==> config.mk <==
export PLATFORM = sky130hd
export DESIGN_NAME = rtt_flow_control_mode_top
export DESIGN_NICKNAME = d
export VERILOG_FILES = /design/src/rtl/rttfc_pkg.sv /design/src/rtl/rttfc_regs.sv /design/src/rtl/rttfc_core.sv /design/src/rtl/rttfc_out.sv /design/src/rtl/rtt_flow_control_mode_top.sv
export SDC_FILE = /design/constraint.sdc
export NUM_CORES = 1
export LEC_CHECK = 0
export ABC_AREA = 1
export BUFFER_PORTS_ARGS = -buffer_cell sky130_fd_sc_hd__buf_2
export CAP_MARGIN = 20
export CORE_MARGIN = 2
export CORE_UTILIZATION = 30
export CTS_CLUSTER_SIZE = 8
export DETAILED_ROUTE_END_ITERATION = 7
export HOLD_SLACK_MARGIN = 0.03
export MAX_ROUTING_LAYER = met4
export PLACE_DENSITY = 0.58
export RECOVER_POWER = 25
export SYNTH_ARGS = -nofsm -noshare
export SYNTH_HDL_FRONTEND = slang
export SYNTH_SLANG_ARGS = --single-unit
==> constraint.sdc <==
create_clock -name clk -period 4.9 [get_ports clk]
set_clock_uncertainty 0.1 [all_clocks]
set_input_delay 1.47 -clock clk [delete_from_list [all_inputs] [get_ports clk]]
set_output_delay 1.47 -clock clk [all_outputs]
set_load 0.01 [all_outputs]
==> src/rtl/rttfc_pkg.sv <==
// Package for the round-trip-time flow control block.
// Holds register codes, reset values and the structs shared by the modules.
// Depends on nothing.
package rttfc_pkg;

  // Field widths
  localparam int unsigned TimeW = 16;
  localparam int unsigned RateW = 8;
  localparam int unsigned AddrW = 5;
  localparam int unsigned DataW = 32;
  localparam int unsigned OutW  = 32;

  // Register indexes (byte address is four times the index)
  localparam logic [2:0] REG_RTT_THRESHOLD = 3'd0;
  localparam logic [2:0] REG_START_PENALTY = 3'd1;
  localparam logic [2:0] REG_MIN_PENALTY   = 3'd2;
  localparam logic [2:0] REG_MAX_PENALTY   = 3'd3;
  localparam logic [2:0] REG_STABLE        = 3'd4;
  localparam logic [2:0] REG_GOOD_RATE     = 3'd5;
  localparam logic [2:0] REG_BAD_RATE      = 3'd6;

  // Register reset values
  localparam logic [TimeW-1:0] RST_RTT_THRESHOLD = 16'd250;
  localparam logic [TimeW-1:0] RST_START_PENALTY = 16'd120;
  localparam logic [TimeW-1:0] RST_MIN_PENALTY   = 16'd30;
  localparam logic [TimeW-1:0] RST_MAX_PENALTY   = 16'd1800;
  localparam logic [TimeW-1:0] RST_STABLE        = 16'd300;
  localparam logic [RateW-1:0] RST_GOOD_RATE     = 8'd30;
  localparam logic [RateW-1:0] RST_BAD_RATE      = 8'd10;

  // Input kind codes
  localparam logic KIND_TICK  = 1'b0;
  localparam logic KIND_RESET = 1'b1;

  // Configuration as seen by the core
  typedef struct packed {
    logic [TimeW-1:0] rtt_threshold_ms;
    logic [TimeW-1:0] start_penalty_ticks;
    logic [TimeW-1:0] min_penalty_ticks;
    logic [TimeW-1:0] max_penalty_ticks;
    logic [TimeW-1:0] stable_ticks;
    logic [RateW-1:0] good_send_rate;
    logic [RateW-1:0] bad_send_rate;
  } cfg_t;

  // One result word, packed in port order from the lowest bit
  typedef struct packed {
    logic             mode_changed;
    logic [TimeW-1:0] penalty_now;
    logic [RateW-1:0] send_rate;
    logic             good_mode;
  } res_t;

  // Saturating timer increment
  function automatic logic [TimeW-1:0] sat_inc(input logic [TimeW-1:0] v);
    sat_inc = (v == {TimeW{1'b1}}) ? v : v + 1'b1;
  endfunction

endpackage

==> src/rtl/rttfc_regs.sv <==
// Configuration register file behind an APB-style port.
// Depends on rttfc_pkg for register codes, reset values and cfg_t.
module rttfc_regs (
  input  logic                      clk,
  input  logic                      rst,
  input  logic                      psel,
  input  logic                      penable,
  input  logic                      pwrite,
  input  logic [rttfc_pkg::AddrW-1:0] paddr,
  input  logic [rttfc_pkg::DataW-1:0] pwdata,
  output logic [rttfc_pkg::DataW-1:0] prdata,
  output logic                      pready,
  output rttfc_pkg::cfg_t           cfg
);
  import rttfc_pkg::*;

  logic       wr_en;
  logic [2:0] idx;

  assign pready = 1'b1;
  assign wr_en  = psel && penable && pwrite;
  assign idx    = paddr[AddrW-1:2];

  // Register writes; an index beyond the list is ignored.
  always_ff @(posedge clk) begin
    if (rst) begin
      cfg.rtt_threshold_ms    <= RST_RTT_THRESHOLD;
      cfg.start_penalty_ticks <= RST_START_PENALTY;
      cfg.min_penalty_ticks   <= RST_MIN_PENALTY;
      cfg.max_penalty_ticks   <= RST_MAX_PENALTY;
      cfg.stable_ticks        <= RST_STABLE;
      cfg.good_send_rate      <= RST_GOOD_RATE;
      cfg.bad_send_rate       <= RST_BAD_RATE;
    end else if (wr_en) begin
      case (idx)
        REG_RTT_THRESHOLD: cfg.rtt_threshold_ms    <= pwdata[TimeW-1:0];
        REG_START_PENALTY: cfg.start_penalty_ticks <= pwdata[TimeW-1:0];
        REG_MIN_PENALTY:   cfg.min_penalty_ticks   <= pwdata[TimeW-1:0];
        REG_MAX_PENALTY:   cfg.max_penalty_ticks   <= pwdata[TimeW-1:0];
        REG_STABLE:        cfg.stable_ticks        <= pwdata[TimeW-1:0];
        REG_GOOD_RATE:     cfg.good_send_rate      <= pwdata[RateW-1:0];
        REG_BAD_RATE:      cfg.bad_send_rate       <= pwdata[RateW-1:0];
        default: ;
      endcase
    end
  end

  // Read back, zero extended.
  always_comb begin
    case (idx)
      REG_RTT_THRESHOLD: prdata = {{(DataW-TimeW){1'b0}}, cfg.rtt_threshold_ms};
      REG_START_PENALTY: prdata = {{(DataW-TimeW){1'b0}}, cfg.start_penalty_ticks};
      REG_MIN_PENALTY:   prdata = {{(DataW-TimeW){1'b0}}, cfg.min_penalty_ticks};
      REG_MAX_PENALTY:   prdata = {{(DataW-TimeW){1'b0}}, cfg.max_penalty_ticks};
      REG_STABLE:        prdata = {{(DataW-TimeW){1'b0}}, cfg.stable_ticks};
      REG_GOOD_RATE:     prdata = {{(DataW-RateW){1'b0}}, cfg.good_send_rate};
      REG_BAD_RATE:      prdata = {{(DataW-RateW){1'b0}}, cfg.bad_send_rate};
      default:           prdata = '0;
    endcase
  end

endmodule

==> src/rtl/rttfc_core.sv <==
// Mode state and next-state logic: one tick or reset event per accepted word.
// Depends on rttfc_pkg for cfg_t, res_t and the saturating increment.
module rttfc_core (
  input  logic                      clk,
  input  logic                      rst,
  input  rttfc_pkg::cfg_t           cfg,
  input  logic                      in_fire,
  input  logic                      kind,
  input  logic [rttfc_pkg::TimeW-1:0] rtt_ms,
  output rttfc_pkg::res_t           res
);
  import rttfc_pkg::*;

  logic             mode_good, mode_good_next;
  logic [TimeW-1:0] penalty_ticks, penalty_ticks_next;
  logic [TimeW-1:0] good_time_ticks, good_time_ticks_next;
  logic [TimeW-1:0] reduction_ticks, reduction_ticks_next;

  logic             rtt_bad;
  logic [TimeW:0]   pen_dbl;
  logic [TimeW-1:0] pen_dbl_clamp;
  logic [TimeW-1:0] pen_half;
  logic [TimeW-1:0] pen_half_clamp;
  logic [TimeW-1:0] good_inc;
  logic [TimeW-1:0] red_inc;
  logic [TimeW-1:0] bad_good_time;

  // Candidate values for the penalty and timers.
  always_comb begin
    rtt_bad        = rtt_ms > cfg.rtt_threshold_ms;
    pen_dbl        = {penalty_ticks, 1'b0};
    pen_dbl_clamp  = (pen_dbl > {1'b0, cfg.max_penalty_ticks}) ?
                     cfg.max_penalty_ticks : pen_dbl[TimeW-1:0];
    pen_half       = penalty_ticks >> 1;
    pen_half_clamp = (pen_half < cfg.min_penalty_ticks) ? cfg.min_penalty_ticks : pen_half;
    good_inc       = sat_inc(good_time_ticks);
    red_inc        = sat_inc(reduction_ticks);
    bad_good_time  = rtt_bad ? '0 : good_inc;
  end

  // Next state for one item.
  always_comb begin
    mode_good_next       = mode_good;
    penalty_ticks_next   = penalty_ticks;
    good_time_ticks_next = good_time_ticks;
    reduction_ticks_next = reduction_ticks;
    if (kind == KIND_RESET) begin
      mode_good_next       = 1'b0;
      penalty_ticks_next   = cfg.start_penalty_ticks;
      good_time_ticks_next = '0;
      reduction_ticks_next = '0;
    end else if (mode_good) begin
      if (rtt_bad) begin
        // Conditions turned bad: drop, and double the penalty after a short run.
        mode_good_next       = 1'b0;
        good_time_ticks_next = '0;
        reduction_ticks_next = '0;
        if (good_time_ticks < cfg.stable_ticks &&
            penalty_ticks < cfg.max_penalty_ticks) begin
          penalty_ticks_next = pen_dbl_clamp;
        end
      end else begin
        // Stable good run: halve the penalty once the reduction timer expires.
        good_time_ticks_next = good_inc;
        reduction_ticks_next = red_inc;
        if (red_inc > cfg.stable_ticks && penalty_ticks > cfg.min_penalty_ticks) begin
          penalty_ticks_next   = pen_half_clamp;
          reduction_ticks_next = '0;
        end
      end
    end else begin
      // Bad mode: upgrade once the good run exceeds the penalty.
      good_time_ticks_next = bad_good_time;
      if (bad_good_time > penalty_ticks) begin
        good_time_ticks_next = '0;
        reduction_ticks_next = '0;
        mode_good_next       = 1'b1;
      end
    end
  end

  // State registers; reset loads the start penalty register's reset value.
  always_ff @(posedge clk) begin
    if (rst) begin
      mode_good       <= 1'b0;
      penalty_ticks   <= RST_START_PENALTY;
      good_time_ticks <= '0;
      reduction_ticks <= '0;
    end else if (in_fire) begin
      mode_good       <= mode_good_next;
      penalty_ticks   <= penalty_ticks_next;
      good_time_ticks <= good_time_ticks_next;
      reduction_ticks <= reduction_ticks_next;
    end
  end

  // Result word for this item.
  always_comb begin
    res.good_mode    = mode_good_next;
    res.send_rate    = mode_good_next ? cfg.good_send_rate : cfg.bad_send_rate;
    res.penalty_now  = penalty_ticks_next;
    res.mode_changed = mode_good_next != mode_good;
  end

endmodule

==> src/rtl/rttfc_out.sv <==
// Output register with a skid stage, so the input side keeps flowing while a
// result waits. Depends on rttfc_pkg for res_t.
module rttfc_out (
  input  logic            clk,
  input  logic            rst,
  input  logic            in_fire,
  input  rttfc_pkg::res_t in_res,
  output logic            in_ready,
  output logic            out_valid,
  input  logic            out_ready,
  output rttfc_pkg::res_t out_res
);
  import rttfc_pkg::*;

  logic skid_valid;
  res_t skid_res;

  assign in_ready = !skid_valid;

  // Valid flags.
  always_ff @(posedge clk) begin
    if (rst) begin
      out_valid  <= 1'b0;
      skid_valid <= 1'b0;
    end else if (out_ready || !out_valid) begin
      out_valid  <= skid_valid || in_fire;
      skid_valid <= 1'b0;
    end else if (in_fire) begin
      skid_valid <= 1'b1;
    end
  end

  // Payload registers.
  always_ff @(posedge clk) begin
    if (out_ready || !out_valid) begin
      if (skid_valid) begin
        out_res <= skid_res;
      end else if (in_fire) begin
        out_res <= in_res;
      end
    end else if (in_fire) begin
      skid_res <= in_res;
    end
  end

endmodule

==> src/rtl/rtt_flow_control_mode_top.sv <==
// Channel   Dir  Contents (lowest bit first)
// s_axis    in   tuser: kind; tdata: rtt_ms[15:0]
// m_axis    out  tdata: good_mode, send_rate[7:0], penalty_now[15:0], mode_changed
// apb       cfg  seven registers at byte addresses 0, 4, ... 24
//
// Each accepted word updates the mode state in the cycle it is accepted; its result
// goes to the output register or skid. One word per cycle while the skid is empty.
// Reset (synchronous, active high) restores register defaults and bad mode.
// An output register plus a skid stage hold up to two results under stall.
// Depends on rttfc_pkg, rttfc_regs, rttfc_core and rttfc_out.
module rtt_flow_control_mode_top (
  input  logic                        clk,
  input  logic                        rst,
  input  logic                        s_tvalid,
  output logic                        s_tready,
  input  logic [rttfc_pkg::TimeW-1:0] s_tdata,   // rtt_ms
  input  logic                        s_tuser,   // kind
  output logic                        m_tvalid,
  input  logic                        m_tready,
  output logic [rttfc_pkg::OutW-1:0]  m_tdata,   // good_mode, send_rate, penalty_now,
                                                 // mode_changed, zero pad
  input  logic                        psel,
  input  logic                        penable,
  input  logic                        pwrite,
  input  logic [rttfc_pkg::AddrW-1:0] paddr,
  input  logic [rttfc_pkg::DataW-1:0] pwdata,
  output logic [rttfc_pkg::DataW-1:0] prdata,
  output logic                        pready
);
  import rttfc_pkg::*;

  cfg_t cfg;
  res_t core_res;
  res_t out_res;
  logic in_fire;

  assign in_fire = s_tvalid && s_tready;
  assign m_tdata = {{(OutW-$bits(res_t)){1'b0}}, out_res};

  rttfc_regs u_regs (
    .clk     (clk),
    .rst     (rst),
    .psel    (psel),
    .penable (penable),
    .pwrite  (pwrite),
    .paddr   (paddr),
    .pwdata  (pwdata),
    .prdata  (prdata),
    .pready  (pready),
    .cfg     (cfg)
  );

  rttfc_core u_core (
    .clk     (clk),
    .rst     (rst),
    .cfg     (cfg),
    .in_fire (in_fire),
    .kind    (s_tuser),
    .rtt_ms  (s_tdata),
    .res     (core_res)
  );

  rttfc_out u_out (
    .clk       (clk),
    .rst       (rst),
    .in_fire   (in_fire),
    .in_res    (core_res),
    .in_ready  (s_tready),
    .out_valid (m_tvalid),
    .out_ready (m_tready),
    .out_res   (out_res)
  );

endmodule

==> results.ini, run 1 <==
[outcome]
outcome=finished with violations
violations=capacitance limit, slew limit

[clock_tree]
hold_buffers=0
post-cts-setup-buffers=0
clk_pin_slew_ns=0.08
htreeDepth=4
clk_latency_ns=0.46
cts.repair.resized=0
cts_tree=done
root_buffer=clkbuf_16
cts.sinks=199
cts_buffer_depth=2
numCtsBuffers=17

[hold_path]
min_path_type=flop to flop
holdPathStages=2
hp-start=u_core.reduction_ticks[14]$_SDFFE_PP0P_
hold_end=u_core.reduction_ticks[14]$_SDFFE_PP0P_

[die]
start_util_pct=30.5
die_w_microns=213
die_y_microns=213
die_area_sq_um=45500
io_pins=128
row_count=76
core_sq_um=43200

[flow_run]
maxCapViolations=1

[route]
first_iter_violations=1022
dr_total_vias=12500
wl_per_cell_microns=16.9
drt_wl_total_mm=42.7
antenna_left=0
drc=0
viasPerCell=4.94
first_pass_iters=5

[sta]
setup_viol=0
hold_slack_ns=0.383
post-route-period-util_pct=97.1
drv_slew=27
hold_viol=0
layout_setup_ws_ns=0.140
fin_crit_ns=4.76
fmax_ghz=0.210
relSlewSlack_pct=-5.17
worstMarginPinSlew_ns=1.58
grt_setup_unrepaired=false

[cells_and_area]
layout.nets=2110
layout.filler_cells=4649
synthToLayoutAreaGrowth_pct=13.0
antenna_cells=0
final_cells=2522
final_common_cell=nand2_1
layout_common_cells=nand2_1 (432), a21oi_1 (213), inv_1 (183), nor2_1 (154), dfxtp_1 (147)
drive_gt1_share_pct=10.9
utilization_pct=34.4

[placed_design]
dp_cells=2490
port_buffers=86
dp_slack_ns=-0.126
dp_hpwl_mm=32.7
place.gp.congestion=0.926

[power]
leakage_uw=0.00673
seqPwrFrac_pct=45.1
vdd_drop_max_mv=0.218
clkPwrFrac_pct=37.3
switchingPower_uw=1270
p_int_uw=2670
power_frac_comb_pct=17.6
swShare_pct=32.3
power.density_nw_per_um2=265

[global_routing]
grt.overflow.total=0
track_usage_pct=19.5
antenna_found_initial=0
grt_pass1_vias=11600
grt_max_degree=64
grt_pass1_wl_mm=66.2

[worst_setup_path]
crit_top_cell=inv_1
r2r-end=u_core.reduction_ticks[6]$_SDFFE_PP0P_
crit_path_end_kind=output pin
crit_chain=clkbuf_1, inv_1, nor3_1, inv_1, o22ai_1, a221oi_1, o2111ai_1, buf_2
required_ns=3.33
critPathKind=input port to output pin
crit_path_max_fanout=6
startpoint_type=input port
r2r_slack_ns=0.79
slowest_stage=nor3_1
slowest_delay_ns=0.43
r2r_start=u_core.good_time_ticks[0]$_SDFFE_PP0P_
r2r_cells=23
worstPathArrival_ns=3.19

[logic_synthesis]
synth_cell_type_count=48
netlist_top_cells_area=dfxtp_1 (22%), nand2_1 (12%), ha_1 (12%)
synth_top_area_share_pct=22.4
syn-cell-area_sq_um=13200
yosysWarningCount=0
syn_area_per_cell_sq_um=7.15
synth_area_leader_cell=dfxtp_1
synth.ff_latch_count=199
postSynthCellCount=1840
yosysSeqAreaShare_pct=34.2

## how the worst max path moves through the flow
stage	startpoint	end	slack, ns	cells past startpoint
6_report	paddr[3]	prdata[0]	0.14	8
5_1_grt	s_tdata[7]	u_core.reduction_ticks[7]$_SDFFE_PP0P_	0.02	26
4_1_cts	s_tdata[15]	u_core.reduction_ticks[7]$_SDFFE_PP0P_	0.34	25
3_5_place_dp	s_tdata[15]	u_core.reduction_ticks[15]$_SDFFE_PP0P_	-0.13	25
3_3_place_gp	s_tdata[7]	u_core.reduction_ticks[7]$_SDFFE_PP0P_	-0.11	26
2_1_floorplan	s_tdata[7]	u_out.out_res[8]$_DFFE_PP_	0.50	23
## state kept, by name, indices dropped and copies added, names as in the netlist
name and cells:
u_core.mode_good 1, u_core.penalty_ticks 16, u_out.out_valid 1, u_core.good_time_ticks 16, u_regs.cfg 96, u_out.skid_res 26
u_core.reduction_ticks 16, u_out.skid_valid 1, u_out.out_res 26
## Yosys cell counts, drive strengths merged
master / count
nand2: 455
a21oi: 214
inv: 206
nor2: 162
dfxtp: 147
nand3: 135
o21ai: 129
ha: 125
edfxtp: 52
clkbuf: 47
buf: 43
nor3: 23
o21a: 14
xor2: 14
o211ai: 11
a221oi: 10
o22ai: 10
nand4: 9
o221ai: 8
o2111ai: 6
nor4: 5
clkinv: 4
a21o: 2
a31oi: 2
conb: 2
nand3b: 1
nor3b: 1
o211a: 1
or2: 1
xnor2: 1
## routing by layer
metal | share of wire [%] | global-route usage, % | vias up
li1 | - | - | 6273
met1 | 45 | 24.6 | 5812
met2 | 48 | 32.3 | 333
met3 | 4.2 | 2.42 | 52
met4 | 2.9 | 6.99 | 0
met5 | 0 | - | -
## layout make-up
class                      instances  area (sq um)  area share [%]
clock buffer                      18           450            3.03
sequential                       199          4500            30.3
clock inverter                    14           154            1.04
timing repair buffer             134           791            5.32
inverter                         210           792            5.33
tap                              585           732            4.92
multi-input combinational       1362          7440            50.1
## through the flow
step	cell area, sq um	total power, uW	TNS, ns
3_3_place_gp	14300	2500	-1.66
4_1_cts	14900	3970	0
3_5_place_dp	14300	2510	-1.89
2_1_floorplan	13200	2290	0
6_report	14900	3940	0
5_1_grt	14900	4120	0
## critical path: cells and delay by family
| kind | cells | cell delay, ns |
|---|---|---|
| AO/OA/AOI/OAI | 3 | 0.53 |
| buffers and inverters | 4 | 0.76 |
| AND/OR/NAND/NOR | 1 | 0.43 |
## power groups by stage
stage          clock (uW)  combinational [uW]  sequential (uW)
6_report             1470                 696             1780
3_3_place_gp            0                 682             1820
2_1_floorplan           0                 482             1810
4_1_cts              1490                 698             1780
3_5_place_dp            0                 695             1820
5_1_grt              1560                 785             1780
## logic make-up (layout without fill, tap and decap cells)
logic type                 count (synthesis)  in the layout  synth area share (%)
AOI/OAI and AO/OA                        407            407                  17.0
xor gates and xnor gates                  15             15                  1.06
adders and majority gates                125            125                  11.9
buffers and inverters                    300            376                  9.69
DFF                                      199            199                  34.2
other                                      2             23                0.0571
and+or+nand+nor                          792            792                  26.0
(Power assumes the default switching activity.)
==> run 2, diff against run 1 <==
--- a/config.mk
+++ b/config.mk
@@ -7,15 +7,14 @@
 export LEC_CHECK = 0
 export ABC_AREA = 1
 export BUFFER_PORTS_ARGS = -buffer_cell sky130_fd_sc_hd__buf_2
-export CAP_MARGIN = 20
 export CORE_MARGIN = 2
 export CORE_UTILIZATION = 30
 export CTS_CLUSTER_SIZE = 8
 export DETAILED_ROUTE_END_ITERATION = 7
 export HOLD_SLACK_MARGIN = 0.03
 export MAX_ROUTING_LAYER = met4
-export PLACE_DENSITY = 0.58
 export RECOVER_POWER = 25
+export REMOVE_ABC_BUFFERS = 1
 export SYNTH_ARGS = -nofsm -noshare
 export SYNTH_HDL_FRONTEND = slang
 export SYNTH_SLANG_ARGS = --single-unit
==> run 2 against run 1 <==
  * The run still ends with capacitance limit, slew limit left
  * Global-route usage down 0.41 points
  * Non-clock buffer count fell by 6
  * Critical path type unchanged
  * Sequential power barely moved
  * Worst hold slack improved by 0.0011 ns
  * Fmax increased by 0.76%
  * Combinational power hardly changed
  * Highest routed layer unchanged
  * Setup slack improved by 0.036 ns
==> results.ini, run 2 (synthesized netlist as in run 1, its figures left out) <==
[sta]
relSlewSlack_pct=-8.62
drv_slew=54
final.setup.tns_ns=0
setup_viol=0
hold_viol=0
hold_slack_ns=0.384
fmax_ghz=0.212
post-route-period-util_pct=96.4
fin_crit_ns=4.72
worstMarginPinSlew_ns=1.63
layout_setup_ws_ns=0.176

[cells_and_area]
regMostFlops=u_regs.cfg
layout_common_cells=nand2_1 (430), a21oi_1 (213), inv_1 (184), nor2_1 (154), dfxtp_1 (147)
synthToLayoutAreaGrowth_pct=12.9
layout.nets=2107
fin_area_sq_um=14900
layout.filler_cells=4682
largest_register_ffs=96
final_common_cell=nand2_1
drive_gt1_share_pct=11.1
reg_top3=u_regs.cfg: 96 flops, u_out.out_res: 26 flops, u_out.skid_res: 26 flops
antenna_cells=0

[worst_setup_path]
crit_top_cell=inv_1
slowest_delay_ns=0.47
r2r-end=u_out.out_res[3]$_DFFE_PP_
crit_buf_inv=4
crit_path_max_fanout=17
crit_chain=clkbuf_1, inv_1, nor3_1, inv_1, o22ai_1, a221oi_1, o2111ai_1, buf_2
crit_family=buffers and inverters
crit_path_end_kind=output pin
r2r_start=u_core.good_time_ticks[0]$_SDFFE_PP0P_
r2r_slack_ns=0.86
worstPathArrival_ns=3.15
slowest_stage=inv_1
startpoint_type=input port
r2r_cells=21
required_ns=3.33
critPathKind=input port to output pin

[route]
dr_wl_met2_mm=20.6
first_iter_violations=1035
drc=0
wl_met1_mm=19.0
wl_per_cell_microns=17.0
routed.top_layer=met4
viasPerCell=4.96
drt_wl_total_mm=42.9
dr_wl_met3_mm=1.87
antenna_left=0
dr_total_vias=12500
first_pass_iters=5

[clock_tree]
htreeDepth=4
cts_buffer_depth=2
cts.sinks=199
clk_pin_slew_ns=0.08
root_buffer=clkbuf_16
numCtsBuffers=17
cts_tree=done
clk_latency_ns=0.46

[die]
die_area_sq_um=45500
start_util_pct=30.5
row_count=76
die_y_microns=213
io_pins=128
die_w_microns=213
core_sq_um=43200

[hold_path]
hp-start=u_regs.cfg[89]$_SDFFE_PP0P_
min_path_type=flop to flop
holdPathStages=2
hold_end=u_regs.cfg[89]$_SDFFE_PP0P_

[global_routing]
grt_pass1_wl_mm=64.9
grt_pass1_vias=11700
antenna_found_initial=0
grt.overflow.total=0
track_usage_pct=19.1
grt_max_degree=85

[outcome]
outcome=finished with violations
violations=capacitance limit, slew limit

[power]
vdd_drop_max_mv=0.210
leakage_uw=0.00672
power_uw=3930
power.density_nw_per_um2=265

[placed_design]
dp_hpwl_mm=32.1
place.gp.congestion=0.916
placed_cell_area_sq_um=14200
port_buffers=86
dp_slack_ns=-0.280

[flow_run]
maxCapViolations=2

-- run 2: stage by stage --
| step | std cells | util, % |
|---|---|---|
| after floorplan | 1771 | - |
| after global placement | 2483 | 33.0 |
| after detailed placement | 2483 | 33.0 |
| after CTS | 2515 | 34.3 |
| after global routing | 2519 | 34.4 |
| final | 2519 | 34.4 |
-- run 2: worst max path at each step --
| stage | start | to | slack (ns) | cells after the start |
|---|---|---|---|---|
| 2_1_floorplan | s_tdata[7] | u_out.out_res[1]$_DFFE_PP_ | 0.33 | 23 |
| 3_3_place_gp | s_tdata[7] | u_out.out_res[5]$_DFFE_PP_ | -0.24 | 21 |
| 3_5_place_dp | s_tdata[15] | u_out.out_res[2]$_DFFE_PP_ | -0.28 | 22 |
| 4_1_cts | s_tdata[15] | u_out.out_res[2]$_DFFE_PP_ | 0.20 | 22 |
| 5_1_grt | s_tdata[15] | u_out.out_res[6]$_DFFE_PP_ | -0.02 | 21 |
| 6_report | paddr[3] | prdata[3] | 0.18 | 8 |
-- run 2: what timing repair did --
item	in CTS	in global routing
setup endpoints to repair	0	33
buffers inserted	0	1
resized for setup	0	9
hold buffers	0	0
-- run 2: where the power goes --
| part | internal [uW] | leakage, uW | switching (uW) | total [uW] |
|---|---|---|---|---|
| sequential | 1740 | 0.00168 | 43.8 | 1780 |
| clock | 709 | 0.000289 | 751 | 1460 |
| combinational | 220 | 0.00475 | 474 | 694 |
| total | 2660 | 0.00672 | 1270 | 3930 |
-- run 2: layout make-up --
type / instances / area [sq um] / area share, %
Timing Repair Buffer: 128 / 739 / 4.98
Tap cell: 585 / 732 / 4.93
Multi-Input combinational cell: 1365 / 7500 / 50.5
Clock inverter: 13 / 133 / 0.893
Sequential cell: 199 / 4500 / 30.3
Inverter: 210 / 792 / 5.33
Clock buffer: 19 / 454 / 3.06
-- run 2: worst reg2reg max path: cells and delay by family, from the launching register on --
kind,cells,cell delay (ns)
buffers and inverters,4,0.54
and+or+nand+nor,10,1.36
DFF,1,0.47
AOI/OAI and AO/OA,5,0.82
adders and majority gates,2,0.49
-- run 2: routing by layer --
| metal | vias to the layer above | track usage, % |
|---|---|---|
| met4 | 0 | 7.88 |
| met3 | 71 | 2.61 |
| li1 | 6262 | - |
| met5 | - | - |
| met2 | 330 | 32.0 |
| met1 | 5823 | 23.2 |
==> run 3, diff against run 2 <==
--- a/config.mk
+++ b/config.mk
@@ -9,6 +9,7 @@
 export BUFFER_PORTS_ARGS = -buffer_cell sky130_fd_sc_hd__buf_2
 export CORE_MARGIN = 2
 export CORE_UTILIZATION = 30
+export CTS_BUF_LIST = sky130_fd_sc_hd__clkbuf_4 sky130_fd_sc_hd__clkbuf_8
 export CTS_CLUSTER_SIZE = 8
 export DETAILED_ROUTE_END_ITERATION = 7
 export HOLD_SLACK_MARGIN = 0.03
==> run 3 against run 2 <==
  * The run ends with DRC, capacitance limit, slew limit left
  * Power shrank 8.2%
  * Clock-buffer cell count shrank 1
  * Worst hold slack improved by 0.0051 ns
  * Setup slack got worse by 0.051 ns
  * Clock power shrank 22%
  * Non-clock buffer count decreased by 1
  * Cell area shrank 1.4%
  * Utilization is 0.48 points lower
  * Register-to-register slack worse by 0.02 ns
  * Sequential power hardly changed
  * Sequential cell count unchanged
  * Fmax is 1.1% lower
  * Critical path type unchanged
  * Largest cell class unchanged
  * Largest power group unchanged
==> results.ini, run 3 (synthesized netlist as in run 1, its figures left out) <==
[route]
drt_wl_total_mm=42.4
first_iter_violations=1005
viasPerCell=4.94
antenna_left=0
drc=2
first_pass_iters=7
dr_total_vias=12400
wl_per_cell_microns=16.9

[worst_setup_path]
r2r_start=u_core.good_time_ticks[0]$_SDFFE_PP0P_
crit_family=buffers and inverters
r2r-end=u_out.out_res[3]$_DFFE_PP_
required_ns=3.33
crit_cells=8
critPathKind=input port to output pin
slowest_stage=inv_1
startpoint_type=input port
crit_path_end_kind=output pin
slowest_delay_ns=0.49
crit_chain=clkbuf_1, inv_1, nor3_1, inv_1, o22ai_1, a221oi_1, o2111ai_1, buf_2
crit_path_max_fanout=17
crit_top_cell=inv_1
crit_buf_inv=4
r2r_cells=21
r2r_slack_ns=0.84
worstPathArrival_ns=3.21

[sta]
setup_viol=0
post-route-period-util_pct=97.5
grt_setup_unrepaired=false
fmax_ghz=0.209
hold_slack_ns=0.389
relSlewSlack_pct=-126
hold_viol=0
drv_slew=203
fin_crit_ns=4.78
worstMarginPinSlew_ns=3.39

[hold_path]
hold_end=u_regs.cfg[89]$_SDFFE_PP0P_
holdPathStages=2
hp-start=u_regs.cfg[89]$_SDFFE_PP0P_
min_path_type=flop to flop

[die]
die_w_microns=213
core_sq_um=43200
io_pins=128
die_area_sq_um=45500
die_y_microns=213
start_util_pct=30.5
row_count=76

[clock_tree]
cts_tree=done
cts.sinks=199
clk_latency_ns=0.51
cts_buffer_depth=2
post-cts-setup-buffers=0
htreeDepth=4
numCtsBuffers=17
root_buffer=clkbuf_8
clk_pin_slew_ns=0.12

[cells_and_area]
drive_gt1_share_pct=11.8
multi_input_area_sq_um=7480
reg_top3=u_regs.cfg: 96 flops, u_out.out_res: 26 flops, u_out.skid_res: 26 flops
regMostFlops=u_regs.cfg
largest_register_ffs=96
layout_common_cells=nand2_1 (431), a21oi_1 (213), inv_1 (183), nor2_1 (152), dfxtp_1 (147)
layout.nets=2105
utilization_pct=33.9
regArea_sq_um=4500
fin_area_sq_um=14600
layout.filler_cells=4707
synthToLayoutAreaGrowth_pct=11.3
final_common_cell=nand2_1
final_cells=2517
antenna_cells=0

[outcome]
violations=DRC, capacitance limit, slew limit
outcome=finished with violations

[power]
power_frac_comb_pct=19.2
leakage_uw=0.00666
switchingPower_uw=1220
swShare_pct=33.8
p_int_uw=2390
seqPwrFrac_pct=49.3
power.density_nw_per_um2=247
vdd_drop_max_mv=0.134
clkPwrFrac_pct=31.6

[global_routing]
grt_pass1_wl_mm=64.9
grt_pass1_vias=11700
grt_max_degree=85
track_usage_pct=19.1
antenna_found_initial=0
grt.overflow.total=0

[placed_design]
port_buffers=86
dp_hpwl_mm=32.1
placed_cell_area_sq_um=14200
place.gp.congestion=0.916
dp_cells=2483

[flow_run]
maxCapViolations=4

## run 3: cell count changes in the layout (fill, tap and decap cells not counted), moves of 14 or more
cell / change
clkbuf_16: -18
clkbuf_8: +17
buf_2: +14
clkbuf_1: -14
## run 3: layout make-up
type / instances / share of cell area, %
Sequential cell: 199 / 30.8
Tap cell: 585 / 5.00
Multi-Input combinational cell: 1364 / 51.1
Clock buffer: 18 / 1.65
Clock inverter: 14 / 1.11
Inverter: 210 / 5.41
Timing Repair Buffer: 127 / 4.99
## run 3: worst max path at each step
stage	from	end	slack (ns)
after floorplan	s_tdata[7]	u_out.out_res[1]$_DFFE_PP_	0.33
after global placement	s_tdata[7]	u_out.out_res[5]$_DFFE_PP_	-0.24
after detailed placement	s_tdata[15]	u_out.out_res[2]$_DFFE_PP_	-0.28
after global routing	paddr[3]	prdata[7]	0.01
final	paddr[3]	prdata[3]	0.12
after CTS	s_tdata[15]	u_out.out_res[3]$_DFFE_PP_	0.27
## run 3: layer usage
layer | wire length, microns | part of all wire (%) | global-route usage [%] | up-vias
met3 | 1660 | 3.9 | 2.17 | 66
met1 | 18900 | 45 | 23.4 | 5802
met4 | 1380 | 3.2 | 7.38 | 0
met5 | 0 | 0 | - | -
met2 | 20400 | 48 | 32.2 | 314
li1 | - | - | - | 6255
## run 3: metrics by stage
stage | power (uW) | TNS [ns] | setup WS (ns)
after CTS | 3630 | 0 | 0.271
after global routing | 3780 | 0 | 0.0124
after detailed placement | 2500 | -7.25 | -0.280
final | 3610 | 0 | 0.124
after global placement | 2480 | -5.93 | -0.237
after floorplan | 2240 | 0 | 0.329
## run 3: power by group through the flow
stage	Combinational, uW	Clock [uW]	Sequential [uW]
after floorplan	426	0	1810
after global placement	665	0	1820
after detailed placement	678	0	1820
after CTS	680	1160	1780
after global routing	776	1220	1790
final	692	1140	1780
## run 3: tightest hold or removal path, delay by kind of cell, from the launching register on
family | cells | cell delay [ns]
AOI/OAI and AO/OA | 1 | 0.06
buffers and inverters | 1 | 0.07
DFF | 1 | 0.33
## run 3: repair_timing
item | CTS | global route
hold buffers | 0 | 0
setup endpoints to repair | 0 | 20
resized for setup | 0 | 3
